`config.mk`:
```
export PLATFORM = sky130hd
export DESIGN_NAME = smcr_walk
export DESIGN_NICKNAME = d
export VERILOG_FILES = /design/src/design/smcr_pkg.sv /design/src/design/smcr_walk.sv
export SDC_FILE = /design/constraint.sdc
export NUM_CORES = 1
export LEC_CHECK = 0
export BUFFER_PORTS_ARGS = -buffer_cell sky130_fd_sc_hd__buf_2
export CAP_MARGIN = 10
export CORE_ASPECT_RATIO = 1.5
export CORE_MARGIN = 5
export CORE_UTILIZATION = 65
export DETAILED_ROUTE_END_ITERATION = 12
export GPL_TIMING_DRIVEN = 0
export PLACE_DENSITY = 0.89
export SLEW_MARGIN = 20
export SYNTH_ARGS = -nofsm -noshare
export SYNTH_HDL_FRONTEND = slang
export SYNTH_SLANG_ARGS = --single-unit
```
`constraint.sdc`:
```
create_clock -name clk -period 28.1 [get_ports clk]
set_input_delay 4.215 -clock clk [delete_from_list [all_inputs] [get_ports clk]]
set_output_delay 4.215 -clock clk [all_outputs]
set_load 0.1 [all_outputs]
```
`src/design/smcr_pkg.sv`:
```
// smcr_pkg: shared types and constants for the scaled mask color remap blit
// no dependencies; imported by the interfaces and every module of the block
package smcr_pkg;

    localparam int PIX_W      = 16;
    localparam int OFS_W      = 25;
    localparam int DIM_W      = 12;
    localparam int STEP_W     = 24;
    localparam int FRAC_W     = 16;
    localparam int ACC_W      = 32;
    localparam int IDX_W      = 16;
    localparam int MASK_W     = 8;
    localparam int CFG_IDX_W  = 3;
    localparam int CFG_DATA_W = 24;
    localparam int REQ_W      = 2;

    localparam logic [STEP_W-1:0] STEP_ONE = 24'h010000;

    typedef enum logic [CFG_IDX_W-1:0] {
        CFG_RECT_WIDTH  = 3'd0,
        CFG_RECT_HEIGHT = 3'd1,
        CFG_X_STEP      = 3'd2,
        CFG_Y_STEP      = 3'd3,
        CFG_MASK_PITCH  = 3'd4,
        CFG_DEST_PITCH  = 3'd5,
        CFG_DEST_X      = 3'd6,
        CFG_DEST_Y      = 3'd7
    } cfg_index_e;

    typedef enum logic [REQ_W-1:0] {
        REQ_MASK  = 2'd0,
        REQ_REMAP = 2'd1,
        REQ_PIXEL = 2'd2
    } req_type_e;

    typedef struct packed {
        logic [REQ_W-1:0] req_type;
        logic [IDX_W-1:0] table_index;
        logic [PIX_W-1:0] table_value;
        logic [PIX_W-1:0] pixel_in;
    } in_item_t;

    typedef struct packed {
        logic [OFS_W-1:0] dest_offset;
        logic [PIX_W-1:0] pixel_out;
        logic             last_pixel;
    } out_item_t;

    typedef struct packed {
        logic [DIM_W-1:0]  rect_width;
        logic [DIM_W-1:0]  rect_height;
        logic [STEP_W-1:0] x_step;
        logic [STEP_W-1:0] y_step;
        logic [DIM_W-1:0]  mask_pitch;
        logic [DIM_W-1:0]  dest_pitch;
        logic [OFS_W-1:0]  start_base;
    } cfg_t;

    typedef struct packed {
        logic [OFS_W-1:0] ofs;
        logic             last;
    } walk_info_t;

    typedef struct packed {
        logic wr_mask;
        logic wr_remap;
        logic rd;
    } lookup_ctl_t;

    typedef struct packed {
        logic [OFS_W-1:0]  ofs;
        logic              last;
        logic [MASK_W-1:0] mask_byte;
        logic [PIX_W-1:0]  pixel;
        logic [PIX_W-1:0]  remap;
    } lookup_t;

endpackage

```
`src/design/smcr_walk.sv`:
```
// smcr_walk: raster walk state, mask sample address and destination offset per pixel
// depends on smcr_pkg
module smcr_walk #(
    parameter int MASK_AW = 12
) (
    input  logic                   clk,
    input  logic                   rst_n,
    input  smcr_pkg::cfg_t         cfg,
    input  logic                   restart,
    input  logic                   step,
    output logic [MASK_AW-1:0]     mask_addr,
    output smcr_pkg::walk_info_t   info
);
    import smcr_pkg::*;

    localparam int YSUM_W  = STEP_W + 1;
    localparam int CARRY_W = YSUM_W - FRAC_W;
    localparam int PROD_W  = CARRY_W + DIM_W;

    logic [DIM_W-1:0]   col_reg, col_next;
    logic [DIM_W-1:0]   row_reg, row_next;
    logic [ACC_W-1:0]   x_accum_reg, x_accum_next;
    logic [FRAC_W-1:0]  y_frac_reg, y_frac_next;
    logic [MASK_AW-1:0] mask_base_reg, mask_base_next;
    logic [OFS_W-1:0]   dest_base_reg, dest_base_next;

    logic               first;
    logic [OFS_W-1:0]   drb;
    logic [MASK_AW-1:0] mrb;
    logic [ACC_W-1:0]   xa;
    logic [FRAC_W-1:0]  yf;
    logic [DIM_W:0]     col_inc;
    logic [DIM_W:0]     row_inc;
    logic               row_end;
    logic               rect_end;
    logic [YSUM_W-1:0]  y_sum;
    logic [PROD_W-1:0]  row_adv;

    // first pixel of a rectangle starts from the configured origin
    always_comb
    begin
        first    = (col_reg == '0) && (row_reg == '0);
        drb      = first ? cfg.start_base : dest_base_reg;
        mrb      = first ? '0 : mask_base_reg;
        xa       = first ? '0 : x_accum_reg;
        yf       = first ? '0 : y_frac_reg;
        col_inc  = {1'b0, col_reg} + (DIM_W+1)'(1);
        row_inc  = {1'b0, row_reg} + (DIM_W+1)'(1);
        row_end  = col_inc >= {1'b0, cfg.rect_width};
        rect_end = row_inc >= {1'b0, cfg.rect_height};
        y_sum    = YSUM_W'(yf) + YSUM_W'(cfg.y_step);
        row_adv  = PROD_W'(y_sum[YSUM_W-1:FRAC_W]) * PROD_W'(cfg.mask_pitch);
    end

    always_comb
    begin
        col_next       = col_reg;
        row_next       = row_reg;
        x_accum_next   = x_accum_reg;
        y_frac_next    = y_frac_reg;
        mask_base_next = mask_base_reg;
        dest_base_next = dest_base_reg;
        if (restart)
        begin
            col_next       = '0;
            row_next       = '0;
            x_accum_next   = '0;
            y_frac_next    = '0;
            mask_base_next = '0;
            dest_base_next = '0;
        end
        else if (step)
        begin
            if (row_end && rect_end)
            begin
                col_next       = '0;
                row_next       = '0;
                x_accum_next   = '0;
                y_frac_next    = '0;
                mask_base_next = '0;
                dest_base_next = '0;
            end
            else if (row_end)
            begin
                col_next       = '0;
                row_next       = row_inc[DIM_W-1:0];
                x_accum_next   = '0;
                y_frac_next    = y_sum[FRAC_W-1:0];
                mask_base_next = mrb + row_adv[MASK_AW-1:0];
                dest_base_next = drb + OFS_W'(cfg.dest_pitch);
            end
            else
            begin
                col_next       = col_inc[DIM_W-1:0];
                x_accum_next   = xa + ACC_W'(cfg.x_step);
                y_frac_next    = yf;
                mask_base_next = mrb;
                dest_base_next = drb;
            end
        end
    end

    always_ff @(posedge clk or negedge rst_n)
    begin
        if (!rst_n)
        begin
            col_reg       <= '0;
            row_reg       <= '0;
            x_accum_reg   <= '0;
            y_frac_reg    <= '0;
            mask_base_reg <= '0;
            dest_base_reg <= '0;
        end
        else
        begin
            col_reg       <= col_next;
            row_reg       <= row_next;
            x_accum_reg   <= x_accum_next;
            y_frac_reg    <= y_frac_next;
            mask_base_reg <= mask_base_next;
            dest_base_reg <= dest_base_next;
        end
    end

    assign mask_addr = mrb + MASK_AW'(xa[ACC_W-1:FRAC_W]);
    assign info.ofs  = drb + OFS_W'(col_reg);
    assign info.last = row_end && rect_end;
endmodule

```
==> run metrics <==
run status=completed; area taken by flip-flops and latches=2628 µm²; max_slew headroom=26.78%; multi-input logic area=8743 µm²; Initial DRC Count=706; maxcap violations=0; die outline area=21,500 µm²; overall power consumption=0.0006373 W; critical path's slowest cell=sky130_fd_sc_hd__xor2_1; Initial DRT Pass Iterations=6; most used cell, CP=sky130_fd_sc_hd__fa_1; synth-to-layout area growth=11.89%; library cell used as clock root buffer=sky130_fd_sc_hd__clkbuf_16; GRT Total Usage=31.76%; H-tree levels=3; static power due to leakage=7.057 nW; fmax=79.49 MHz; global-route congestion overflow total=0; path class of the lowest-slack min-delay path=flop to flop; Gates resized, CTS repair=0; post-CTS setup buffers=0; mean instance size in the synthesized netlist=8.282 µm²; Synth Register Bits=105; CTS tree=done; via count=11,600; slowest stage delay, CP=0.71 ns; effective utilization at floorplan=65.51%; Setup crit end kind=flop; Tcrit/Tclk final=44.77%; maximum number of pins on one net before global-route repair=67; number of flip-flops under the largest register name=28; netlist area before placement=12,100 µm²; post-synthesis async set-or-reset flop share=100.0%; # hold bufs at CTS=0; Max Buffers Root-to-Sink=2; startpoint type of the worst setup path=primary input; standard cell core area=18,470 µm²; Pins Over Slew Limit=0; count of endpoints failing setup in the final report=0; clock-pin slew reported for the worst setup and hold paths after clock tree synthesis=0.08 ns; Via-to-Cell Ratio=6.137; worst clock skew=0.01226 ns; number of failing hold endpoints at the final stage=0; DRT antenna net count=0; non-filler cells, final=1,890; number of synthesized flops with an enable pin=0; first-pass GRT wire length=55.21 mm; critical path arrival=12.81 ns; number of nets produced by synthesis=1,761; RSZ-0062 raised after global routing=false; # nets final=1,933; most used flip-flop cell after synthesis=sky130_fd_sc_hd__dfrtp_1; filler instances=1,418; tightest hold margin=0.4752 ns; ratio of cells with drive above 1 in the final layout=12.39%; maximum net fanout on the critical path=10; largest vdd supply drop=0.03722 mV; gpl congestion=0.9219; total DRC errors in the routed layout=0; count of mapped cells out of synthesis=1,461; critical path required time=28.33 ns; CTS Buf Count=9; actual slew at the worst max-slew pin=1.091 ns; classification of the worst setup path=primary input to flop; number of buffers inserted by port buffering=159; std cell rows=61; Power per Cell Area=47.07 nW/µm²; count of synthesis-stage warnings from yosys=0; Antenna Diode Count=0; CTS sink cnt=105; sum of net half-perimeters after detailed placement=27.17 mm; Final Critical Period=12.58 ns; horizontal die dimension=121.4 µm; Clk Latency, worst-skew pair=0.37 ns; setup TNS=0 ns; antenna violations before repair=1; library cells used by synthesis=79; placed cell count=1,874; number of global-route vias before repair=12,020; routed wirelength normalized by instance count=17.98 µm; wirelength, routed=33.99 mm; DIE HEIGHT=177.1 µm; top-level I/O count=163; register area share after synthesis=21.71%
## cells in the final DEF (no fill, tap or decap), types with 5 or more instances in the layout
| cell type | Yosys | layout |
|---|---|---|
| sky130_fd_sc_hd__o22ai_1 | 6 | 6 |
| sky130_fd_sc_hd__ha_1 | 124 | 124 |
| sky130_fd_sc_hd__xor2_1 | 49 | 49 |
| sky130_fd_sc_hd__o2111ai_1 | 6 | 6 |
| sky130_fd_sc_hd__dfrtp_1 | 105 | 105 |
| sky130_fd_sc_hd__clkbuf_1 | 41 | 41 |
| sky130_fd_sc_hd__o21ai_0 | 89 | 89 |
| sky130_fd_sc_hd__o31ai_1 | 10 | 10 |
| sky130_fd_sc_hd__clkbuf_16 | 0 | 9 |
| sky130_fd_sc_hd__nand2_1 | 195 | 195 |
| sky130_fd_sc_hd__fa_1 | 51 | 51 |
| sky130_fd_sc_hd__o21a_1 | 7 | 7 |
| sky130_fd_sc_hd__mux2i_1 | 23 | 23 |
| sky130_fd_sc_hd__nor2_1 | 59 | 59 |
| sky130_fd_sc_hd__and2_1 | 58 | 58 |
| sky130_fd_sc_hd__a211oi_1 | 7 | 7 |
| sky130_fd_sc_hd__a31oi_1 | 17 | 17 |
| sky130_fd_sc_hd__o21bai_1 | 26 | 26 |
| sky130_fd_sc_hd__buf_2 | 2 | 161 |
| sky130_fd_sc_hd__nor3_1 | 16 | 16 |
| sky130_fd_sc_hd__nor2b_1 | 27 | 27 |
| sky130_fd_sc_hd__nand2b_1 | 21 | 21 |
| sky130_fd_sc_hd__a31o_2 | 5 | 5 |
| sky130_fd_sc_hd__nand3_1 | 25 | 25 |
| sky130_fd_sc_hd__a22o_1 | 20 | 20 |
| sky130_fd_sc_hd__inv_1 | 147 | 147 |
| sky130_fd_sc_hd__and3_1 | 15 | 15 |
| sky130_fd_sc_hd__a21o_1 | 48 | 48 |
| sky130_fd_sc_hd__o211ai_1 | 5 | 5 |
| sky130_fd_sc_hd__xnor2_1 | 85 | 85 |
| sky130_fd_sc_hd__a21oi_1 | 82 | 82 |
## critical path: cells and delay by family
family / cells / cell delay, ns
xor+xnor: 6 / 1.90
compound gates: 10 / 1.99
buf+inv: 5 / 0.35
simple gates: 4 / 1.03
fa+ha+maj: 8 / 3.35
## metrics by stage
step,cell area (µm²),setup WS [ns],util [%]
4_1_cts,13540,15.55,73.30
2_1_floorplan,12100,15.51,-
3_5_place_dp,13250,15.22,71.75
3_3_place_gp,13210,15.43,71.53
5_1_grt,13540,14.99,73.30
6_report,13540,15.52,73.30
## cells by family after synthesis
group,count (synthesis),synth area share [%]
AOI/OAI and AO/OA,377,20.82
xor gates and xnor gates,136,10.07
adders and majority gates,179,21.61
buffers and inverters,194,6.039
DFF,105,21.71
muxes,23,1.903
and+or+nand+nor,447,17.85
## metal layers
metal	vias up	wire, µm	GRT usage [%]	part of all wire [%]
met4	0	2297	21.21	6.8
met1	5476	11970	34.41	35
met2	591	17400	56.89	51
li1	5364	-	-	-
met3	168	2328	4.221	6.8
met5	-	0	0	0
## area by class of cell
cell class,instances,share of cell area [%]
inverter,148,4.103
clock buffer,9,1.663
sequential,105,19.41
tap,252,2.329
clock inverter,7,0.4621
timing repair buffer,161,6.164
buffer,46,1.294
multi-input combinational,1162,64.58
## cells in the mapped netlist, types with 5 or more instances
cell type	n	share of area, %
sky130_fd_sc_hd__and2_1	58	3.0
sky130_fd_sc_hd__o21bai_1	26	1.6
sky130_fd_sc_hd__nor3_1	16	0.66
sky130_fd_sc_hd__a22o_1	20	1.4
sky130_fd_sc_hd__fa_1	51	8.4
sky130_fd_sc_hd__nor2_1	59	1.8
sky130_fd_sc_hd__nand2b_1	21	1.1
sky130_fd_sc_hd__a21o_1	48	3.0
sky130_fd_sc_hd__a31o_2	5	0.36
sky130_fd_sc_hd__ha_1	124	13
sky130_fd_sc_hd__o211ai_1	5	0.31
sky130_fd_sc_hd__o21a_1	7	0.43
sky130_fd_sc_hd__nor2b_1	27	1.4
sky130_fd_sc_hd__dfrtp_1	105	22
sky130_fd_sc_hd__nand3_1	25	1.0
sky130_fd_sc_hd__inv_1	147	4.6
sky130_fd_sc_hd__xnor2_1	85	6.2
sky130_fd_sc_hd__o31ai_1	10	0.62
sky130_fd_sc_hd__mux2i_1	23	1.9
sky130_fd_sc_hd__clkbuf_1	41	1.3
sky130_fd_sc_hd__o21ai_0	89	3.7
sky130_fd_sc_hd__a211oi_1	7	0.43
sky130_fd_sc_hd__o2111ai_1	6	0.43
sky130_fd_sc_hd__xor2_1	49	3.5
sky130_fd_sc_hd__a21oi_1	82	3.4
sky130_fd_sc_hd__a31oi_1	17	0.88
sky130_fd_sc_hd__nand2_1	195	6.0
sky130_fd_sc_hd__o22ai_1	6	0.31
sky130_fd_sc_hd__and3_1	15	0.78
## report_power, final
group / switching [W] / internal [W]
combinational: 0.000219 / 0.000130
sequential: 0.00000411 / 0.000157
clock: 0.0000652 / 0.0000622
## final timing paths
check                                     start           endpoint  slack, ns  cells after the start
worst max-delay path                    cfg[49]  mask_base_reg[11]      15.52                     33
worst min-delay path            x_accum_reg[19]    x_accum_reg[19]       0.48                      2
worst max register to register       col_reg[0]  mask_base_reg[11]      16.28                     42
worst min register to register  x_accum_reg[19]    x_accum_reg[19]       0.48                      2
max in group asynchronous                 rst_n      y_frac_reg[1]      23.65                      2
min in group asynchronous                 rst_n     x_accum_reg[1]       3.75                      1
No activity file was read; power rests on OpenSTA's default activity.
