### config.mk
export PLATFORM = sky130hd
export DESIGN_NAME = smcr_cfg_regs
export DESIGN_NICKNAME = d
export VERILOG_FILES = /design/src/design/smcr_pkg.sv /design/src/design/smcr_cfg_regs.sv
export SDC_FILE = /design/constraint.sdc
export NUM_CORES = 1
export LEC_CHECK = 0
export CAP_MARGIN = 15
export CELL_PAD_IN_SITES_DETAIL_PLACEMENT = 1
export CELL_PAD_IN_SITES_GLOBAL_PLACEMENT = 1
export CORE_MARGIN = 5
export CORE_UTILIZATION = 52
export DETAILED_ROUTE_END_ITERATION = 10
export DONT_BUFFER_PORTS = 1
export PLACE_DENSITY_LB_ADDON = 0.1
export SYNTH_ARGS = -nofsm -noshare
export SYNTH_HDL_FRONTEND = slang
export SYNTH_SLANG_ARGS = --single-unit
### constraint.sdc
create_clock -name clk -period 5.7 [get_ports clk]
set_clock_uncertainty 0.05 [all_clocks]
set_input_delay 1.71 -clock clk [delete_from_list [all_inputs] [get_ports clk]]
set_output_delay 1.71 -clock clk [all_outputs]
set_load 0.02 [all_outputs]
### src/design/smcr_pkg.sv
// smcr_pkg: shared types and constants for the scaled mask color remap blit
// no dependencies; imported by the interfaces and every module of the block
package smcr_pkg;

    localparam int PIX_W      = 16;
    localparam int OFS_W      = 25;
    localparam int DIM_W      = 12;
    localparam int STEP_W     = 24;
    localparam int FRAC_W     = 16;
    localparam int ACC_W      = 32;
    localparam int IDX_W      = 16;
    localparam int MASK_W     = 8;
    localparam int CFG_IDX_W  = 3;
    localparam int CFG_DATA_W = 24;
    localparam int REQ_W      = 2;

    localparam logic [STEP_W-1:0] STEP_ONE = 24'h010000;

    typedef enum logic [CFG_IDX_W-1:0] {
        CFG_RECT_WIDTH  = 3'd0,
        CFG_RECT_HEIGHT = 3'd1,
        CFG_X_STEP      = 3'd2,
        CFG_Y_STEP      = 3'd3,
        CFG_MASK_PITCH  = 3'd4,
        CFG_DEST_PITCH  = 3'd5,
        CFG_DEST_X      = 3'd6,
        CFG_DEST_Y      = 3'd7
    } cfg_index_e;

    typedef enum logic [REQ_W-1:0] {
        REQ_MASK  = 2'd0,
        REQ_REMAP = 2'd1,
        REQ_PIXEL = 2'd2
    } req_type_e;

    typedef struct packed {
        logic [REQ_W-1:0] req_type;
        logic [IDX_W-1:0] table_index;
        logic [PIX_W-1:0] table_value;
        logic [PIX_W-1:0] pixel_in;
    } in_item_t;

    typedef struct packed {
        logic [OFS_W-1:0] dest_offset;
        logic [PIX_W-1:0] pixel_out;
        logic             last_pixel;
    } out_item_t;

    typedef struct packed {
        logic [DIM_W-1:0]  rect_width;
        logic [DIM_W-1:0]  rect_height;
        logic [STEP_W-1:0] x_step;
        logic [STEP_W-1:0] y_step;
        logic [DIM_W-1:0]  mask_pitch;
        logic [DIM_W-1:0]  dest_pitch;
        logic [OFS_W-1:0]  start_base;
    } cfg_t;

    typedef struct packed {
        logic [OFS_W-1:0] ofs;
        logic             last;
    } walk_info_t;

    typedef struct packed {
        logic wr_mask;
        logic wr_remap;
        logic rd;
    } lookup_ctl_t;

    typedef struct packed {
        logic [OFS_W-1:0]  ofs;
        logic              last;
        logic [MASK_W-1:0] mask_byte;
        logic [PIX_W-1:0]  pixel;
        logic [PIX_W-1:0]  remap;
    } lookup_t;

endpackage

### src/design/smcr_cfg_regs.sv
// smcr_cfg_regs: configuration register file plus the registered rectangle start offset
// depends on smcr_pkg
module smcr_cfg_regs (
    input  logic                              clk,
    input  logic                              rst_n,
    input  logic                              cfg_we,
    input  logic [smcr_pkg::CFG_IDX_W-1:0]    cfg_index,
    input  logic [smcr_pkg::CFG_DATA_W-1:0]   cfg_data,
    output smcr_pkg::cfg_t                    cfg
);
    import smcr_pkg::*;

    logic [DIM_W-1:0]  rect_width_reg, rect_width_next;
    logic [DIM_W-1:0]  rect_height_reg, rect_height_next;
    logic [STEP_W-1:0] x_step_reg, x_step_next;
    logic [STEP_W-1:0] y_step_reg, y_step_next;
    logic [DIM_W-1:0]  mask_pitch_reg, mask_pitch_next;
    logic [DIM_W-1:0]  dest_pitch_reg, dest_pitch_next;
    logic [DIM_W-1:0]  dest_x_reg, dest_x_next;
    logic [DIM_W-1:0]  dest_y_reg, dest_y_next;
    logic [OFS_W-1:0]  start_base_reg, start_base_next;
    logic [2*DIM_W-1:0] row_prod;

    always_comb
    begin
        rect_width_next  = rect_width_reg;
        rect_height_next = rect_height_reg;
        x_step_next      = x_step_reg;
        y_step_next      = y_step_reg;
        mask_pitch_next  = mask_pitch_reg;
        dest_pitch_next  = dest_pitch_reg;
        dest_x_next      = dest_x_reg;
        dest_y_next      = dest_y_reg;
        if (cfg_we)
        begin
            case (cfg_index_e'(cfg_index))
                CFG_RECT_WIDTH:  rect_width_next  = cfg_data[DIM_W-1:0];
                CFG_RECT_HEIGHT: rect_height_next = cfg_data[DIM_W-1:0];
                CFG_X_STEP:      x_step_next      = cfg_data[STEP_W-1:0];
                CFG_Y_STEP:      y_step_next      = cfg_data[STEP_W-1:0];
                CFG_MASK_PITCH:  mask_pitch_next  = cfg_data[DIM_W-1:0];
                CFG_DEST_PITCH:  dest_pitch_next  = cfg_data[DIM_W-1:0];
                CFG_DEST_X:      dest_x_next      = cfg_data[DIM_W-1:0];
                CFG_DEST_Y:      dest_y_next      = cfg_data[DIM_W-1:0];
                default:         rect_width_next  = rect_width_reg;
            endcase
        end
    end

    // top-left offset of the rectangle, registered from the stored destination x, y and pitch
    always_comb
    begin
        row_prod        = (2*DIM_W)'(dest_y_reg) * (2*DIM_W)'(dest_pitch_reg);
        start_base_next = OFS_W'(row_prod) + OFS_W'(dest_x_reg);
    end

    always_ff @(posedge clk or negedge rst_n)
    begin
        if (!rst_n)
        begin
            rect_width_reg  <= '0;
            rect_height_reg <= '0;
            x_step_reg      <= STEP_ONE;
            y_step_reg      <= STEP_ONE;
            mask_pitch_reg  <= '0;
            dest_pitch_reg  <= '0;
            dest_x_reg      <= '0;
            dest_y_reg      <= '0;
            start_base_reg  <= '0;
        end
        else
        begin
            rect_width_reg  <= rect_width_next;
            rect_height_reg <= rect_height_next;
            x_step_reg      <= x_step_next;
            y_step_reg      <= y_step_next;
            mask_pitch_reg  <= mask_pitch_next;
            dest_pitch_reg  <= dest_pitch_next;
            dest_x_reg      <= dest_x_next;
            dest_y_reg      <= dest_y_next;
            start_base_reg  <= start_base_next;
        end
    end

    assign cfg.rect_width  = rect_width_reg;
    assign cfg.rect_height = rect_height_reg;
    assign cfg.x_step      = x_step_reg;
    assign cfg.y_step      = y_step_reg;
    assign cfg.mask_pitch  = mask_pitch_reg;
    assign cfg.dest_pitch  = dest_pitch_reg;
    assign cfg.start_base  = start_base_reg;
endmodule

==> flow_metrics.tcl, run 1 <==
set metrics [dict create \
    run_status "complete, no violations" \
    n_fill_cell 2038 \
    netlist-cell-type-count 47 \
    timing.critical_path.cells "nand2_1 > fa_1 > fa_1 > inv_1 > fa_1 > fa_1 > inv_1 > fa_1 > inv_1 > ha_1 > nand2_1 > o21ai_0 > a22oi_1 > buf_4 > a31o_2 > o21ai_1 > xor2_1" \
    clock_insertion_delay_worst_skew_ns 0.43 \
    antennaDiodeCount 0 \
    fin_cells 1196 \
    bufs_on_longest_clock_path 2 \
    grt_pass1_wl_um 41520 \
    max_reg_flops 25 \
    final_max_slew_viol_count 0 \
    final.hold.worst_slack_ns 0.4630 \
    reported_max_cap_violation_count 0 \
    synth_commonest_cells "166 x sky130_fd_sc_hd__inv_1, 143 x sky130_fd_sc_hd__dfrtp_1, 120 x sky130_fd_sc_hd__mux2_2" \
    yosys_warnings 0 \
    worstSetupStartpointType "flop" \
    post_synthesis_net_count 1133 \
    synthArstFlopShare_pct 100.0 \
    tritoncts_clock_tree "done" \
    gpl.final_weighted_congestion 0.8262 \
    routed-wl-met3_um 1646 \
    final_instance_area_mm2 0.01141 \
    grt_start_max_net_pins 146 \
    drcViolationCount 0 \
    finalHoldViolations 0 \
    numPlacedInstances 1163 \
    synth.most_common_cell "sky130_fd_sc_hd__inv_1" \
    io_pins 151 \
    synth_top_area_share_pct 34.28 \
    postRouteAntennaNets 0 \
    slowest_delay_ns 0.81 \
    mappedNetlistArea_mm2 0.01044 \
    grt_setup_unrepaired "no" \
    first_global_vias 7691 \
    std_cell_rows 51 \
    crit_path_frequent_cell "sky130_fd_sc_hd__fa_1" \
    met1_length_um 9897 \
    syn-mean-instance-area_um2 11.36 \
    synthesized_instance_count 919 \
    clock_sink_count 145 \
    setup.worst_path.class "flop to flop" \
    yosysSeqAreaShare_pct 34.78 \
    finalSetupViolCount 0 \
    ys.flop_type "sky130_fd_sc_hd__dfrtp_1" \
    detailed_place_hpwl_um 19500 \
    clock_pin_slew_on_the_worst_setup_and_hold_paths_ns 0.07 \
    floorplan.die.width_um 151.7 \
    cts_made_buffers 17 \
    groute.usage.overall_pct 23.59 \
    cp.required_ns 5.98 \
    totalNegativeSetupSlack_ns 0 \
    port_buffers 0 \
    post_cts.resized_instances 0 \
    drt-total-wl_um 25660 \
    hp-class "flop to flop" \
    area_of_the_core_mm2 0.01959 \
    num_vias 6510 \
    tightestPinTransition_ns 1.133 \
    grt.overflow.total 0 \
    final_layout_size_suffix_gt1_share_pct 20.09 \
    final_nets 1132 \
    reg2reg_slack_ns 0.22 \
    timing.critical_path.fanout_max 14 \
    timing.max_slew.rel_slack_pct 24.05 \
    slowest_stage "sky130_fd_sc_hd__dfrtp_1" \
    via_per_inst 5.443 \
    postSynthRegisterBits 145 \
    post_cts.repair.setup_buffers 0 \
    die_y_um 151.7 \
    r2r.worst_path.cells 17 \
    first_iter_violations 248 \
    ctsHoldBuffers 0 \
    top_signal_layer_used "met4" \
    total_iterations_of_the_first_detailed_routing_run 4 \
    post_synth_main_area_contributors "sky130_fd_sc_hd__dfrtp_1 34%, sky130_fd_sc_hd__fa_1 21%, sky130_fd_sc_hd__mux2_2 13%" \
    clock.fmax_mhz 182.4 \
    antenna_violations_before_repair 0 \
    cts_root_buf "sky130_fd_sc_hd__clkbuf_16" \
    critPathCaptureType "flop" \
    area_growth_pct 9.276 \
    timing.critical_path.arrival_ns 5.77 \
    floorplan.initialDensity_pct 53.29 \
    cts_max_level 4 \
    finalCritPeriodShare_pct 96.20 \
    place_area_mm2 0.01078 \
    synth_enable_flop_cells 0 \
    whs_path_depth 1 \
    met2RoutedLength_um 13740 \
    post_synth_top_area_cell "sky130_fd_sc_hd__dfrtp_1" \
    die-area_mm2 0.02301 \
    average_detailed_routed_wire_length_per_instance_um 21.45 \
    period_minus_slack_ns 5.483 \
]
## metal layers
metal  vias to the layer above  global-route usage [%]
met5                         -                       0
met4                         0                   5.436
met3                        26                   7.168
met2                       140                   41.89
met1                      3453                   28.26
li1                       2891                       -
## through the flow
step	util [%]	setup slack, ns
after detailed placement	55.02	0.2262
after global routing	58.24	0.002212
after CTS	58.16	0.2088
after global placement	55.02	0.3807
after floorplan	-	0.5621
final	58.24	0.2167
## cell usage in the layout, fill, tap and decap left out, types with 2 or more instances in the layout
| cell | n |
|---|---|
| sky130_fd_sc_hd__nor2_1 | 9 |
| sky130_fd_sc_hd__inv_8 | 5 |
| sky130_fd_sc_hd__nor3_1 | 3 |
| sky130_fd_sc_hd__inv_6 | 3 |
| sky130_fd_sc_hd__nand4_1 | 2 |
| sky130_fd_sc_hd__dfrtp_1 | 143 |
| sky130_fd_sc_hd__nand4b_1 | 3 |
| sky130_fd_sc_hd__xor2_1 | 7 |
| sky130_fd_sc_hd__o221ai_1 | 2 |
| sky130_fd_sc_hd__o211ai_1 | 2 |
| sky130_fd_sc_hd__dfstp_2 | 2 |
| sky130_fd_sc_hd__a21o_1 | 4 |
| sky130_fd_sc_hd__a21oi_1 | 19 |
| sky130_fd_sc_hd__buf_4 | 20 |
| sky130_fd_sc_hd__nor3_2 | 2 |
| sky130_fd_sc_hd__xnor2_1 | 8 |
| sky130_fd_sc_hd__o21ai_0 | 9 |
| sky130_fd_sc_hd__and3_1 | 3 |
| sky130_fd_sc_hd__inv_1 | 166 |
| sky130_fd_sc_hd__a31oi_1 | 2 |
| sky130_fd_sc_hd__nand3_1 | 4 |
| sky130_fd_sc_hd__nand2_1 | 82 |
| sky130_fd_sc_hd__ha_1 | 72 |
| sky130_fd_sc_hd__fa_1 | 112 |
| sky130_fd_sc_hd__and2_1 | 74 |
| sky130_fd_sc_hd__clkinv_8 | 4 |
| sky130_fd_sc_hd__clkbuf_16 | 17 |
| sky130_fd_sc_hd__mux2_2 | 120 |
| sky130_fd_sc_hd__a211oi_1 | 5 |
| sky130_fd_sc_hd__o21a_1 | 4 |
## cells by family (layout without fill, tap and decap cells)
family                     Yosys count  count (layout)  share of synthesized area, %
xor gates and xnor gates            15              15                         1.258
DFF                                145             145                         34.78
muxes                              121             121                         13.09
adders and majority gates          184             184                         30.11
buffers and inverters              207             219                         7.550
AOI/OAI and AO/OA                   61              61                         4.195
and+or+nand+nor                    186             186                         9.025
## worst max-delay path, delay by kind of cell, from the launching register on
family	cells	cell delay (ns)
AND/OR/NAND/NOR	2	0.27
adder cells (fa/ha/maj)	6	2.90
AO/OA/AOI/OAI	4	0.79
buffers and inverters	4	0.35
flip-flops	1	0.81
XOR/XNOR	1	0.22
## final cells by class
class                   count  area [um^2]  area share (%)
clock buffers              17        425.4           3.729
clock inverters            15        190.2           1.667
inverters                 166        623.1           5.462
multi-input cells         567         6042           52.96
flip-flops and latches    145         3631           31.83
well taps                 265        331.6           2.906
repair buffers             21        165.2           1.448
## path summary, 6_finish.rpt
check | from | to
max in group asynchronous | rst_n | y_step_reg[16]
worst min-delay path | dest_x_reg[10] | dest_x_reg[10]
worst max-delay path | dest_pitch_reg[5] | start_base_reg[23]
worst min register to register | dest_x_reg[10] | dest_x_reg[10]
worst max register to register | dest_pitch_reg[5] | start_base_reg[23]
min in group asynchronous | rst_n | start_base_reg[12]
Power of run 1 is not shown: default switching activity piles up to over one toggle a cycle in this logic, so the estimate is an artifact.
==> run 2, diff against run 1 <==
CAP_MARGIN = 0   (was 15)
RECOVER_POWER = 25   (was default)
==> run 2 against run 1 <==
  * Hold slack gained 0.0016 ns
  * Non-clock buffer count shrank 1
  * First-iteration DRC count shrank 17%
  * Critical path type unchanged
  * Design area shrank 0.13%
==> flow_metrics.tcl, run 2 (synthesis results as in run 1) <==
set metrics [dict create \
    slowest_stage "sky130_fd_sc_hd__dfrtp_1" \
    final_common_cell "sky130_fd_sc_hd__inv_1" \
    timing.critical_path.fanout_max 14 \
    finalCritPeriodShare_pct 96.01 \
    grt_pass1_wl_um 41520 \
    worstSetupStartpointType "flop" \
    fin_cells 1195 \
    cts_made_buffers 17 \
    setup.worst_path.class "flop to flop" \
    grt.overflow.total 0 \
    cp.buffers_inverters 4 \
    worstHoldEndpoint "dest_x_reg[10]" \
    grt_start_max_net_pins 146 \
    ctsHoldBuffers 0 \
    most_frequent_cells_in_the_layout "166 x sky130_fd_sc_hd__inv_1, 143 x sky130_fd_sc_hd__dfrtp_1, 120 x sky130_fd_sc_hd__mux2_2" \
    setup_slack_ns 0.2274 \
    clock_sink_count 145 \
    postRouteAntennaNets 0 \
    cts_max_level 4 \
    final_layout_size_suffix_gt1_share_pct 20.00 \
    finalSetupViolCount 0 \
    finalHoldViolations 0 \
    period_minus_slack_ns 5.473 \
    clock.fmax_mhz 182.7 \
    slowest_delay_ns 0.80 \
    grt_setup_unrepaired "no" \
    crit_path_frequent_cell "sky130_fd_sc_hd__fa_1" \
    area_growth_pct 9.132 \
    final_max_slew_viol_count 0 \
    timing.max_slew.rel_slack_pct 18.81 \
    timing.critical_path.cells "nand2_1 > fa_1 > fa_1 > inv_1 > fa_1 > fa_1 > inv_1 > fa_1 > inv_1 > ha_1 > nand2_1 > o21ai_0 > a22oi_1 > buf_4 > a31o_2 > o21ai_1 > xor2_1" \
    reported_max_cap_violation_count 0 \
    drt-total-wl_um 25570 \
    run_status "complete, no violations" \
    area_of_the_core_mm2 0.01959 \
    timing.critical_path.arrival_ns 5.75 \
    hp-class "flop to flop" \
    hp-start "dest_x_reg[10]" \
    post_cts.resized_instances 0 \
    cts_root_buf "sky130_fd_sc_hd__clkbuf_16" \
    antennaDiodeCount 0 \
    r2r.worst_path.cells 17 \
    tightestPinTransition_ns 1.217 \
    max_reg_flops 25 \
    first_iter_violations 207 \
    antenna_violations_before_repair 0 \
    tritoncts_clock_tree "done" \
    reg2reg_slack_ns 0.23 \
    n_fill_cell 2039 \
    average_detailed_routed_wire_length_per_instance_um 21.39 \
    cp.required_ns 5.98 \
    die_y_um 151.7 \
    critPathTopFamily "adder cells" \
    numPlacedInstances 1163 \
    place_ws_ns 0.2262 \
    post_cts.repair.setup_buffers 0 \
    std_cell_rows 51 \
    bufs_on_longest_clock_path 2 \
    reg2reg_to "start_base_reg[23]" \
    drcViolationCount 0 \
    die-area_mm2 0.02301 \
    clock_pin_slew_on_the_worst_setup_and_hold_paths_ns 0.07 \
    whs_path_depth 1 \
    totalNegativeSetupSlack_ns 0 \
    floorplan.die.width_um 151.7 \
    port_buffers 0 \
    crit-reg2reg-launch "dest_pitch_reg[5]" \
    cp-startpoint "dest_pitch_reg[5]" \
    num_vias 6473 \
    floorplan.initialDensity_pct 53.29 \
    final_nets 1131 \
    clock_insertion_delay_worst_skew_ns 0.43 \
    io_pins 151 \
    critPathCaptureType "flop" \
    groute.usage.overall_pct 23.59 \
    first_global_vias 7691 \
    gpl.final_weighted_congestion 0.8262 \
    total_iterations_of_the_first_detailed_routing_run 4 \
    detailed_place_hpwl_um 19500 \
    via_per_inst 5.417 \
]
run 2: worst max-delay path by stage:
stage          depth (start not counted)  slack (ns)                  to
2_1_floorplan                         18        0.56  start_base_reg[16]
3_3_place_gp                          16        0.38  start_base_reg[22]
3_5_place_dp                          17        0.23  start_base_reg[23]
4_1_cts                               17        0.21  start_base_reg[23]
5_1_grt                               17       0.002  start_base_reg[23]
6_report                              17        0.23  start_base_reg[23]
run 2: stage by stage:
stage	hold slack (ns)	utilization [%]	instance area, um^2
floorplan	0.4228	-	10440
global placement	0.4394	55.02	10780
detailed placement	0.4574	55.02	10780
CTS	0.4640	58.16	11390
global route	0.4810	58.16	11390
finish	0.4647	58.16	11390
run 2: worst reg2reg max path, stage by stage (launching register included):
cell and delay (ns):
sky130_fd_sc_hd__dfrtp_1 0.80, sky130_fd_sc_hd__nand2_1 0.16, sky130_fd_sc_hd__fa_1 0.48, sky130_fd_sc_hd__fa_1 0.54, sky130_fd_sc_hd__inv_1 0.07, sky130_fd_sc_hd__fa_1 0.49, sky130_fd_sc_hd__fa_1 0.49, sky130_fd_sc_hd__inv_1 0.05
sky130_fd_sc_hd__fa_1 0.47, sky130_fd_sc_hd__inv_1 0.04, sky130_fd_sc_hd__ha_1 0.43, sky130_fd_sc_hd__nand2_1 0.12, sky130_fd_sc_hd__o21ai_0 0.24, sky130_fd_sc_hd__a22oi_1 0.13, sky130_fd_sc_hd__buf_4 0.19, sky130_fd_sc_hd__a31o_2 0.22
sky130_fd_sc_hd__o21ai_1 0.20, sky130_fd_sc_hd__xor2_1 0.22
run 2: layout make-up:
cell class	count	area, um^2	area share, %
clock buffers	17	425.4	3.734
clock inverters	15	190.2	1.669
inverters	166	623.1	5.469
multi-input cells	567	6042	53.03
flip-flops and latches	145	3631	31.87
well taps	265	331.6	2.910
repair buffers	20	150.1	1.318
run 2: routing by layer:
metal	wire, um	track usage, %
met1	9817	28.26
met2	13670	41.89
met3	1701	7.168
met4	374	5.436
met5	0	0
Power of run 2 is left out for the same reason.
